[src/hw/rtl/cti_ram.sv]
// Generic single-write, single-read RAM with registered read data.
// No dependencies.
module cti_ram #(
  parameter int WIDTH = 32,
  parameter int DEPTH = 32
) (
  input  logic                     clk,
  input  logic                     we,
  input  logic [$clog2(DEPTH)-1:0] waddr,
  input  logic [WIDTH-1:0]         wdata,
  input  logic [$clog2(DEPTH)-1:0] raddr,
  output logic [WIDTH-1:0]         rdata
);

  logic [WIDTH-1:0] mem [DEPTH];

  always_ff @(posedge clk) begin
    if (we) begin
      mem[waddr] <= wdata;
    end
    rdata <= mem[raddr];
  end

endmodule

[config.mk]
export PLATFORM = sky130hd
export DESIGN_NAME = cti_ram
export DESIGN_NICKNAME = d
export VERILOG_FILES = /design/src/hw/rtl/cti_ram.sv
export SDC_FILE = /design/constraint.sdc
export NUM_CORES = 1
export LEC_CHECK = 0
export BUFFER_PORTS_ARGS = -buffer_cell sky130_fd_sc_hd__buf_2
export CAP_MARGIN = 10
export CORE_UTILIZATION = 43
export CTS_BUF_LIST = sky130_fd_sc_hd__clkbuf_8
export DETAILED_ROUTE_END_ITERATION = 12
export SYNTH_ARGS = -nofsm -noshare
export SYNTH_HDL_FRONTEND = slang
export SYNTH_SLANG_ARGS = --single-unit
[constraint.sdc]
create_clock -name clk -period 6.7 [get_ports clk]
set_input_delay 0 -clock clk [delete_from_list [all_inputs] [get_ports clk]]
set_output_delay 0 -clock clk [all_outputs]
set_load 0.1 [all_outputs]
==> results of run 1 <==
[registers in the layout (all words and copies together) (netlist names)]
signal,flops
mem,1024
rdata,32
[area by class of cell]
| cell class | instances | area, µm² |
|---|---|---|
| Multi-Input combinational cell | 1077 | 8610 |
| Tap cell | 1254 | 1569 |
| Fill cell | 7784 | 47360 |
| Antenna cell | 1 | 2.502 |
| Clock buffer | 185 | 2546 |
| Sequential cell | 1056 | 31390 |
| Clock inverter | 118 | 619.3 |
| Timing Repair Buffer | 165 | 1234 |
[worst max-delay path by stage]
stage	start	end
4_1_cts	raddr[0]	rdata[15]
3_5_place_dp	raddr[0]	rdata[15]
3_3_place_gp	raddr[0]	rdata[15]
5_1_grt	raddr[0]	rdata[2]
6_report	raddr[0]	rdata[28]
2_1_floorplan	waddr[1]	mem[12][0]
[cell families after synthesis]
| family | count (synthesis) | synth area share |
|---|---|---|
| DFF | 1056 | 0.7753 |
| buffers and inverters | 127 | 0.01860 |
| muxes | 512 | 0.1266 |
| and+or+nand+nor | 277 | 0.03100 |
| AOI/OAI and AO/OA | 288 | 0.04846 |
[critical path, cell delays in order]
cell,delay (ns)
dlygate4sd3_1,0.56
buf_8,0.61
buf_12,0.73
mux2i_1,0.38
a22oi_1,0.19
a31oi_1,0.23
nand3_1,0.09
[cell usage in the layout, fill, tap and decap left out, types with 2 or more instances in the layout]
cell	Yosys	layout
a21oi_1	96	96
a22o_1	64	64
a22oi_1	96	96
a31oi_1	32	32
buf_12	0	5
buf_2	26	74
buf_4	33	41
bufinv_16	0	3
clkbuf_8	0	185
clkinv_1	0	31
clkinv_2	0	14
clkinvlp_4	0	2
dfxtp_1	32	32
dlygate4sd3_1	0	44
edfxtp_1	1024	1024
inv_1	0	58
inv_6	0	5
inv_8	0	3
mux2i_1	512	512
nand2_1	98	97
nand2b_2	0	2
nand3_1	98	98
nand3b_1	5	5
nor2_4	0	33
nor3_1	32	32
or3b_2	3	3
[report_power, final]
| group | internal, mW | switching, mW |
|---|---|---|
| clock | 2.66 | 2.48 |
| combinational | 0.233 | 0.657 |
| sequential | 7.35 | 0.0360 |
[metal layers]
metal  vias up  part of all wire  global-route usage
li1       9426                 -                   -
met1     11214              0.43              0.3011
met2       851              0.48              0.3499
met3       162             0.071             0.04755
met4        10             0.021             0.06723
met5         -           0.00065                   0
[metrics by stage]
stage                     setup slack [ns]  instances  instance area, µm²
final                                4.087       3856               45970
after global routing                 4.062       3856               45970
after CTS                            4.174       3855               45970
after detailed placement             3.904       3508               42360
after global placement               3.888       3508               42360
after floorplan                      4.266       2260               40490
==> qor.yml, run 1 <==
flow_run:
  cap_violations: 0
timing:
  fin_hold_ws_ns: 0.1147
  tightest_slew_ns: 1.233
  fmax_mhz: 382.7
  final-hold-violation-count: 0
  setup_tns_ns: 0
  maxSlewViolCount: 0
  setup_viol: 0
  timing.slew.headroom: 0.1778
  finalCriticalPeriod_ns: 2.613
  skew_ns: 0.02931
  grt_setup_unrepaired: "false"
  finalCritPeriodShare: 0.3900
die:
  row_count: 112
  initial_core_util: 0.4338
  core_um2: 93330
  pin_count: 76
  fp.dieW_um: 308.8
  dieArea_um2: 95380
  die_h_um: 308.8
detailed_routing:
  drc: 1
  via_per_inst: 5.618
  drt_iter0_markers: 2240
  wl_um: 104300
  ant_nets: 0
  wl_per_cell_um: 27.04
  drtPass1Iterations: 12
  vias: 21663
clock_tree:
  clk_latency_ns: 0.81
  cts_setup_buffers: 0
  cts_root_buf: "clkbuf_8"
  cts_buffers: 165
  clk_pin_slew_ns: 0.06
  cts_tree: "built"
  clk_path_buf_depth: 3
  cts_hold_buf: 44
  cts_resized: 0
  htreeDepth: 4
  cts.sinks: 1056
grt:
  grt_util_all_layers: 0.2192
  grt_pass1_vias: 21874
  grt_max_degree: 147
  grt_overflow: 0
  grt_pass1_wl_um: 149000
  antenna_found_initial: 7
power:
  finalPower_mw: 13.42
  powerDensity_nw_per_um2: 291.9
  peakVddDrop_mv: 0.1257
  power.leakage_nw: 16.16
synthesis:
  yosysTopAreaCell: "edfxtp_1"
  synthFlopType: "edfxtp_1"
  yosysMostFrequentCell: "edfxtp_1"
  avgSynthCellArea_um2: 17.91
  ys_seq_area_frac: 0.7754
  synthArstFlopShare: 0
  synth_area_um2: 40490
  synthDistinctLibCells: 25
  syn_inst: 2260
  synth_nets: 2304
  ys_top_cells_by_area: "edfxtp_1 (76%), mux2i_1 (13%), a22oi_1 (1.8%), dfxtp_1 (1.6%), a22o_1 (1.4%)"
  synth-seq-cells: 1056
  synth_top_area_share: 0.7595
  synthTopCellsByCount: "edfxtp_1 (1,024), mux2i_1 (512), nand2_1 (98), nand3_1 (98)"
  synth_edf_count: 1024
  yosysWarnings: 0
final_layout:
  drive_above_1_share: 0.1453
  post-route-util: 0.4926
  area_delta_synth_final_pct: 13.55
  nets: 2509
setup_path:
  critical_path_required_ns: 7.39
  startpoint_type: "input port"
  rrSetupSlack_ns: 5.22
  cp_max_fo: 146
  worstReg2RegStart: "mem[1][6]"
  worstSetupEndpointType: "register"
  crit_arrival_ns: 3.30
  rr_endpoint: "rdata[6]"
  reg2regPathDepth: 5
  critPathKind: "in -> reg"
hold_path:
  holdPathStages: 3
  hold_class: "in -> reg"
  min_from: "waddr[1]"
  holdPathEnd: "mem[4][6]"
outcome:
  violations: "design-rule violations"
  status: "finished, violations left"
placement:
  io_buffer_count: 75
  dpl.hpwl_um: 52490
  gp_congestion: 0.7638
Power figures use the tool's default switching activity.
==> run 2, diff against run 1 <==
==> constraint.sdc (replaced) <==
create_clock -name clk -period 2.3 [get_ports clk]
set_input_delay 0 -clock clk [delete_from_list [all_inputs] [get_ports clk]]
set_output_delay 0 -clock clk [all_outputs]
set_load 0.1 [all_outputs]
==> run 2 against run 1 <==
Against the previous run:
- wire length is 4.1% lower
- first-iteration DRC count is 15% lower
- flip-flop and latch count stayed put
- the run ends with design-rule violations, negative setup slack left
- setup slack worse by 4.1 ns
- register-to-register slack worse by 5.0 ns
- largest cell class unchanged
- sequential share of layout area is 1.6 points lower
- critical path depth is 2 higher
- power grew to 2.9 times the previous value
- die area stayed put
==> qor.yml, run 2 (synthesis gave the netlist of run 1 again) <==
outcome:
  violations: "design-rule violations, negative setup slack"
  status: "finished, violations left"
setup_path:
  cp.depth: 9  # +2
  crit_family: "buffers and inverters"
  critical_path_required_ns: 2.99  # -4.40 ns
  crit_arrival_ns: 3.00  # -0.30 ns
  startpoint_type: "input port"
  reg2regPathDepth: 6  # +1
  cp_slowest_stage_delay_ns: 0.75  # +0.02 ns
  crit_slowest_cell: "dlygate4sd3_1"
  cp_max_fo: 4  # -97%
  cp_num_buf_inv: 5  # +2
  path_cells: "dlygate4sd3_1 -> buf_2 -> nand2b_2 -> dlygate4sd3_1 -> a21oi_1 -> nand3_1 -> dlygate4sd3_1 -> nand3_1 -> dlygate4sd3_1"
  cp_common_cell: "dlygate4sd3_1"
  critPathKind: "in -> reg"
  worstSetupEndpointType: "register"
die:
  die_h_um: 308.8  # unchanged
  fp.dieW_um: 308.8  # unchanged
  initial_core_util: 0.4338  # unchanged
  row_count: 112  # unchanged
  core_um2: 93330  # unchanged
  dieArea_um2: 95380  # unchanged
  pin_count: 76  # unchanged
placement:
  io_buffer_count: 75  # unchanged
  dpl.hpwl_um: 55740  # +6.2%
  gp_congestion: 0.8362  # +9.5%
  post-place-cells: 3582  # +2.1%
final_layout:
  stdcell_count: 3937  # +2.1%
  largest_register_ffs: 1024  # unchanged
  area_delta_synth_final_pct: 16.30
  mostFrequentLayoutCells: "edfxtp_1 (1,024), mux2i_1 (512), clkbuf_8 (172)"
  top_register: "mem"
  reg.largest.list: "mem x1024, rdata x32"
  layout_commonest_cell: "edfxtp_1"
  nets: 2597  # +3.5%
  drive_above_1_share: 0.1652  # +0.01991
clock_tree:
  cts_root_buf: "clkbuf_8"
  clk_path_buf_depth: 3  # unchanged
  clk_pin_slew_ns: 0.06  # about the same
  htreeDepth: 4  # unchanged
  cts_tree: "built"
  cts.sinks: 1056  # unchanged
  cts_setup_buffers: 0  # unchanged
  clk_latency_ns: 0.84  # +0.03 ns
  cts_buffers: 164  # -0.61%
  cts_resized: 0  # unchanged
hold_path:
  holdPathStages: 6  # +3
  hold_class: "in -> reg"
detailed_routing:
  vias: 21662  # -0.0046%
  drc: 2  # +1
  drt_iter0_markers: 1900  # -15%
  wl_met1_um: 43880  # -1.8%
  drtPass1Iterations: 11  # -1
  via_per_inst: 5.502  # -2.1%
  ant_nets: 0  # unchanged
  route.met2.wl_um: 48800  # -2.2%
  wl_um: 100000  # -4.1%
  wl_met3_um: 5282  # -29%
  highest_layer: "met5"
  wl_per_cell_um: 25.41  # -6.0%
grt:
  grt_pass1_wl_um: 145200  # -2.6%
  grt_pass1_vias: 22238  # +1.7%
  grt_util_all_layers: 0.2104  # -0.008821
  grt_overflow: 0  # unchanged
  antenna_found_initial: 4  # -3
  grt_max_degree: 50  # -66%
power:
  power.leakage_nw: 16.67  # +3.1%
  finalPower_mw: 38.60  # +190%
  p_sw_frac: 0.2384  # +0.001642
  combinationalPowerShare: 0.070  # +0.004
  p_switching_mw: 9.200  # +190%
  intPower_mw: 29.40  # +190%
  peakVddDrop_mv: 0.4607  # +270%
  pwr-share-seq: 0.557  # +0.007
  power_frac_clock: 0.373  # -0.010
  powerDensity_nw_per_um2: 819.7  # +180%
timing:
  finalCritPeriodShare: 1.001
  final-hold-violation-count: 0  # unchanged
  setup_viol: 1  # +1
  finalCriticalPeriod_ns: 2.303
  grt_setup_unrepaired: "false"
  setup_tns_ns: -0.003187  # -0.003187 ns
  setup_ws_ns: -0.003187  # -4.090 ns
  maxSlewViolCount: 0  # unchanged
  tightest_slew_ns: 0.7153  # -0.5180 ns
  skew_ns: 0.04330  # +0.01398 ns
  fmax_mhz: 434.2
  timing.slew.headroom: 0.5231  # +0.3453
flow_run:
  cap_violations: 0  # unchanged
## run 2: changes by cell type in the layout (fill, tap and decap cells not counted), sizes merged
| cell | delta |
|---|---|
| inv | +2 |
| buf | +74 |
| clkinvlp | +1 |
| bufinv | -1 |
| diode | +1 |
| clkbuf | -13 |
| dlygate4sd3 | +14 |
| and2 | +1 |
| clkinv | +2 |
## run 2: repair_timing
| action | in CTS | in global routing |
|---|---|---|
| hold endpoints to repair | 1088 | 0 |
| hold buffers | 59 | 0 |
| setup endpoints to repair | 0 | 7 |
## run 2: path summary, 6_finish.rpt
path / from / to / slack, ns
hold reg to reg: mem[26][30] / rdata[30] / 0.60
setup / recovery: raddr[3] / rdata[11] / -0.003
setup reg to reg: mem[19][15] / rdata[15] / 0.20
hold / removal: raddr[4] / rdata[20] / 0.06
## run 2: worst register-to-register path: stages (launching register included)
cell and delay, ns:
edfxtp_1 0.37, mux2i_1 0.14, a22oi_1 0.10, dlygate4sd3_1 0.57, a31oi_1 0.18, dlygate4sd3_1 0.57, nand3_1 0.06
## run 2: cell type report
class / count / area, µm²
Tap cell: 1254 / 1569
Fill cell: 7667 / 46250
Multi-Input combinational cell: 1078 / 8617
Sequential cell: 1056 / 31390
Timing Repair Buffer: 253 / 2505
Clock inverter: 122 / 630.6
Antenna cell: 2 / 5.005
Clock buffer: 172 / 2367
## run 2: power by group through the flow
stage | logic, mW | registers (mW) | clock network (mW)
2_1_floorplan | 1.11 | 22.4 | 0
3_3_place_gp | 2.59 | 21.9 | 0
3_5_place_dp | 2.63 | 21.9 | 0
4_1_cts | 2.72 | 21.5 | 14.7
5_1_grt | 2.87 | 21.5 | 15.4
6_report | 2.72 | 21.5 | 14.4
## run 2: stage by stage
step	hold slack [ns]	area, µm²	util	worst slack (ns)
detailed placement	0.5137	43490	0.4660	0.3292
global placement	0.4859	43490	0.4660	0.3362
finish	0.06216	47080	0.5045	-0.003187
floorplan	0.09887	40490	-	-0.1341
global route	0.07946	47080	0.5045	0.01740
CTS	0.009843	47080	0.5045	0.02653
## run 2: per-layer routing
metal	global-route usage	vias to the layer above
met5	0	-
met4	0.05872	4
met3	0.03912	151
met2	0.3493	641
met1	0.2839	11247
li1	-	9619
==> run 3, diff against run 2 <==
--- a/config.mk
+++ b/config.mk
@@ -7,9 +7,10 @@
 export LEC_CHECK = 0
 export BUFFER_PORTS_ARGS = -buffer_cell sky130_fd_sc_hd__buf_2
 export CAP_MARGIN = 10
-export CORE_UTILIZATION = 43
+export CORE_UTILIZATION = 59
 export CTS_BUF_LIST = sky130_fd_sc_hd__clkbuf_8
 export DETAILED_ROUTE_END_ITERATION = 12
+export PLACE_DENSITY = 0.79
 export SYNTH_ARGS = -nofsm -noshare
 export SYNTH_HDL_FRONTEND = slang
 export SYNTH_SLANG_ARGS = --single-unit
==> run 3 against run 2 <==
Against the previous run:
- the flow now finishes without violations
- power fell by 1.5%
- core utilization grew 18 points
- final cell count down 10%
- critical path depth fell by 3
- first-iteration DRC count grew 25%
- die area is 27% lower
- sequential share of layout area increased by 1.4 points
- setup slack better by 0.37 ns
- clock skew down 0.024 ns
- flip-flop and latch count unchanged
- wire length is 4.6% lower
- critical path type unchanged
- largest cell class unchanged
- largest power group unchanged
==> qor.yml, run 3 (synthesis gave the netlist of run 1 again) <==
outcome:
  status: "finished, final reports clean"
timing:
  timing.slew.headroom: 0.3462  # -0.1769
  tightest_slew_ns: 0.9807  # +0.2654 ns
  maxSlewViolCount: 0  # unchanged
  finalCritPeriodShare: 0.8416  # -0.1597
  finalCriticalPeriod_ns: 1.936  # -0.3674 ns
  setup_tns_ns: 0  # +0.003187 ns
  grt_setup_unrepaired: "false"
  fmax_mhz: 516.6  # +19%
  setup_viol: 0  # -1
  skew_ns: 0.01932  # -0.02397 ns
  final-hold-violation-count: 0  # unchanged
detailed_routing:
  ant_nets: 0  # unchanged
  vias: 22095  # +2.0%
  drc: 0  # -2
  drtPass1Iterations: 6  # -5
  wl_um: 95390  # -4.6%
  wl_per_cell_um: 27.05  # +6.5%
  drt_iter0_markers: 2382  # +25%
  via_per_inst: 6.266  # +14%
final_layout:
  top_register: "mem"
  nets: 2575  # -0.85%
  area_delta_synth_final_pct: 13.96
  design_area_um2: 46140  # -2.0%
  mostFrequentLayoutCells: "edfxtp_1 (1,024), mux2i_1 (512), clkbuf_8 (167)"
  drive_above_1_share: 0.1618  # -0.003472
  fillCellCount: 4116  # -46%
  layout_commonest_cell: "edfxtp_1"
  multi_input_area_um2: 8607  # -0.12%
  largest_register_ffs: 1024  # unchanged
  reg.largest.list: "mem x1024, rdata x32"
  post-route-util: 0.6834  # +0.1789
  regArea_um2: 31390  # unchanged
grt:
  grt_util_all_layers: 0.2780  # +0.06760
  grtUsageMet3: 0.05891  # +0.01979
  grt_use_met2: 0.4550  # +0.1057
  top_usage_layer: "met2"
  grt_pass1_vias: 22472  # +1.1%
  antenna_found_initial: 3  # -1
  grt_max_degree: 59  # +18%
  use_met1: 0.3570  # +0.07306
  grt_overflow: 0  # unchanged
  grt_pass1_wl_um: 141000  # -2.9%
clock_tree:
  clk_path_buf_depth: 3  # unchanged
  cts_buffers: 159  # -3.0%
  cts_tree: "built"
  cts.sinks: 1056  # unchanged
  cts_root_buf: "clkbuf_8"
  clk_pin_slew_ns: 0.06  # about the same
  clk_latency_ns: 0.81  # -0.03 ns
  cts_resized: 0  # unchanged
  htreeDepth: 4  # unchanged
placement:
  io_buffer_count: 75  # unchanged
  place_area_um2: 42790  # -1.6%
  gp_congestion: 0.8071  # -3.5%
  dpl.hpwl_um: 54060  # -3.0%
setup_path:
  worstSetupEndpointType: "register"
  cp_slowest_stage_delay_ns: 0.68  # -0.07 ns
  cp_common_cell: "dlygate4sd3_1"
  cp_num_buf_inv: 4  # -1
  crit_family: "buffers and inverters"
  cp_max_fo: 30  # +26
  crit_slowest_cell: "dlygate4sd3_1"
  startpoint_type: "input port"
  critical_path_required_ns: 2.77  # -0.22 ns
  path_cells: "dlygate4sd3_1 -> buf_2 -> or3_1 -> dlygate4sd3_1 -> nor2_4 -> buf_12"
  crit_arrival_ns: 2.41  # -0.59 ns
  startpoint: "waddr[3]"
  worstReg2RegStart: "mem[0][2]"
  critPathKind: "in -> reg"
power:
  powerDensity_nw_per_um2: 824.4  # +0.57%
  power.leakage_nw: 16.47  # -1.2%
  peakVddDrop_mv: 0.5413  # +17%
  finalPower_mw: 38.04  # -1.5%
die:
  initial_core_util: 0.5996  # +0.1659
  core_um2: 67510  # -28%
  fp.dieW_um: 264.0  # -15%
  die_h_um: 264.0  # -15%
  row_count: 95  # -15%
  pin_count: 76  # unchanged
  dieArea_um2: 69670  # -27%
flow_run:
  cap_violations: 0  # unchanged
hold_path:
  min_from: "wdata[18]"
  hold_class: "in -> reg"
## run 3: metrics by stage
stage	worst slack (ns)	cells	hold slack, ns
final	0.3642	3526	0.2299
after global routing	0.3456	3526	0.2165
after CTS	0.02757	3526	0.1797
after detailed placement	0.4221	3195	0.5077
after global placement	0.4500	3195	0.4804
after floorplan	-0.1341	2260	0.09887
## run 3: power breakdown
part           switching [mW]  internal (mW)  total, mW
clock                    6.91           6.95       13.9
sequential              0.123           21.4       21.5
combinational            1.89          0.757       2.65
## run 3: repair_timing
action                      CTS  global route
setup endpoints to repair     0            12
hold endpoints to repair   1083             0
setup buffers                 0             0
hold buffers                 49             0
## run 3: routing by layer
layer | vias to the layer above | wire length, µm
li1 | 9549 | -
met1 | 11135 | 35730
met2 | 1195 | 47350
met3 | 214 | 8415
met4 | 2 | 3889
met5 | - | 11
## run 3: path summary, 6_finish.rpt
| kind | endpoint | slack (ns) | cells after the start |
|---|---|---|---|
| worst min register to register | rdata[1] | 0.59 | 4 |
| worst min-delay path | mem[28][18] | 0.23 | 2 |
| worst max register to register | rdata[2] | 0.83 | 5 |
| worst max-delay path | mem[3][24] | 0.36 | 6 |
## run 3: area by class of cell
type | count | share of cell area
Antenna cell | 1 | 0.00005424
Multi-Input combinational cell | 1077 | 0.1865
Clock buffer | 167 | 0.04982
Clock inverter | 115 | 0.01220
Tap cell | 873 | 0.02367
Timing Repair Buffer | 237 | 0.04735
Sequential cell | 1056 | 0.6804
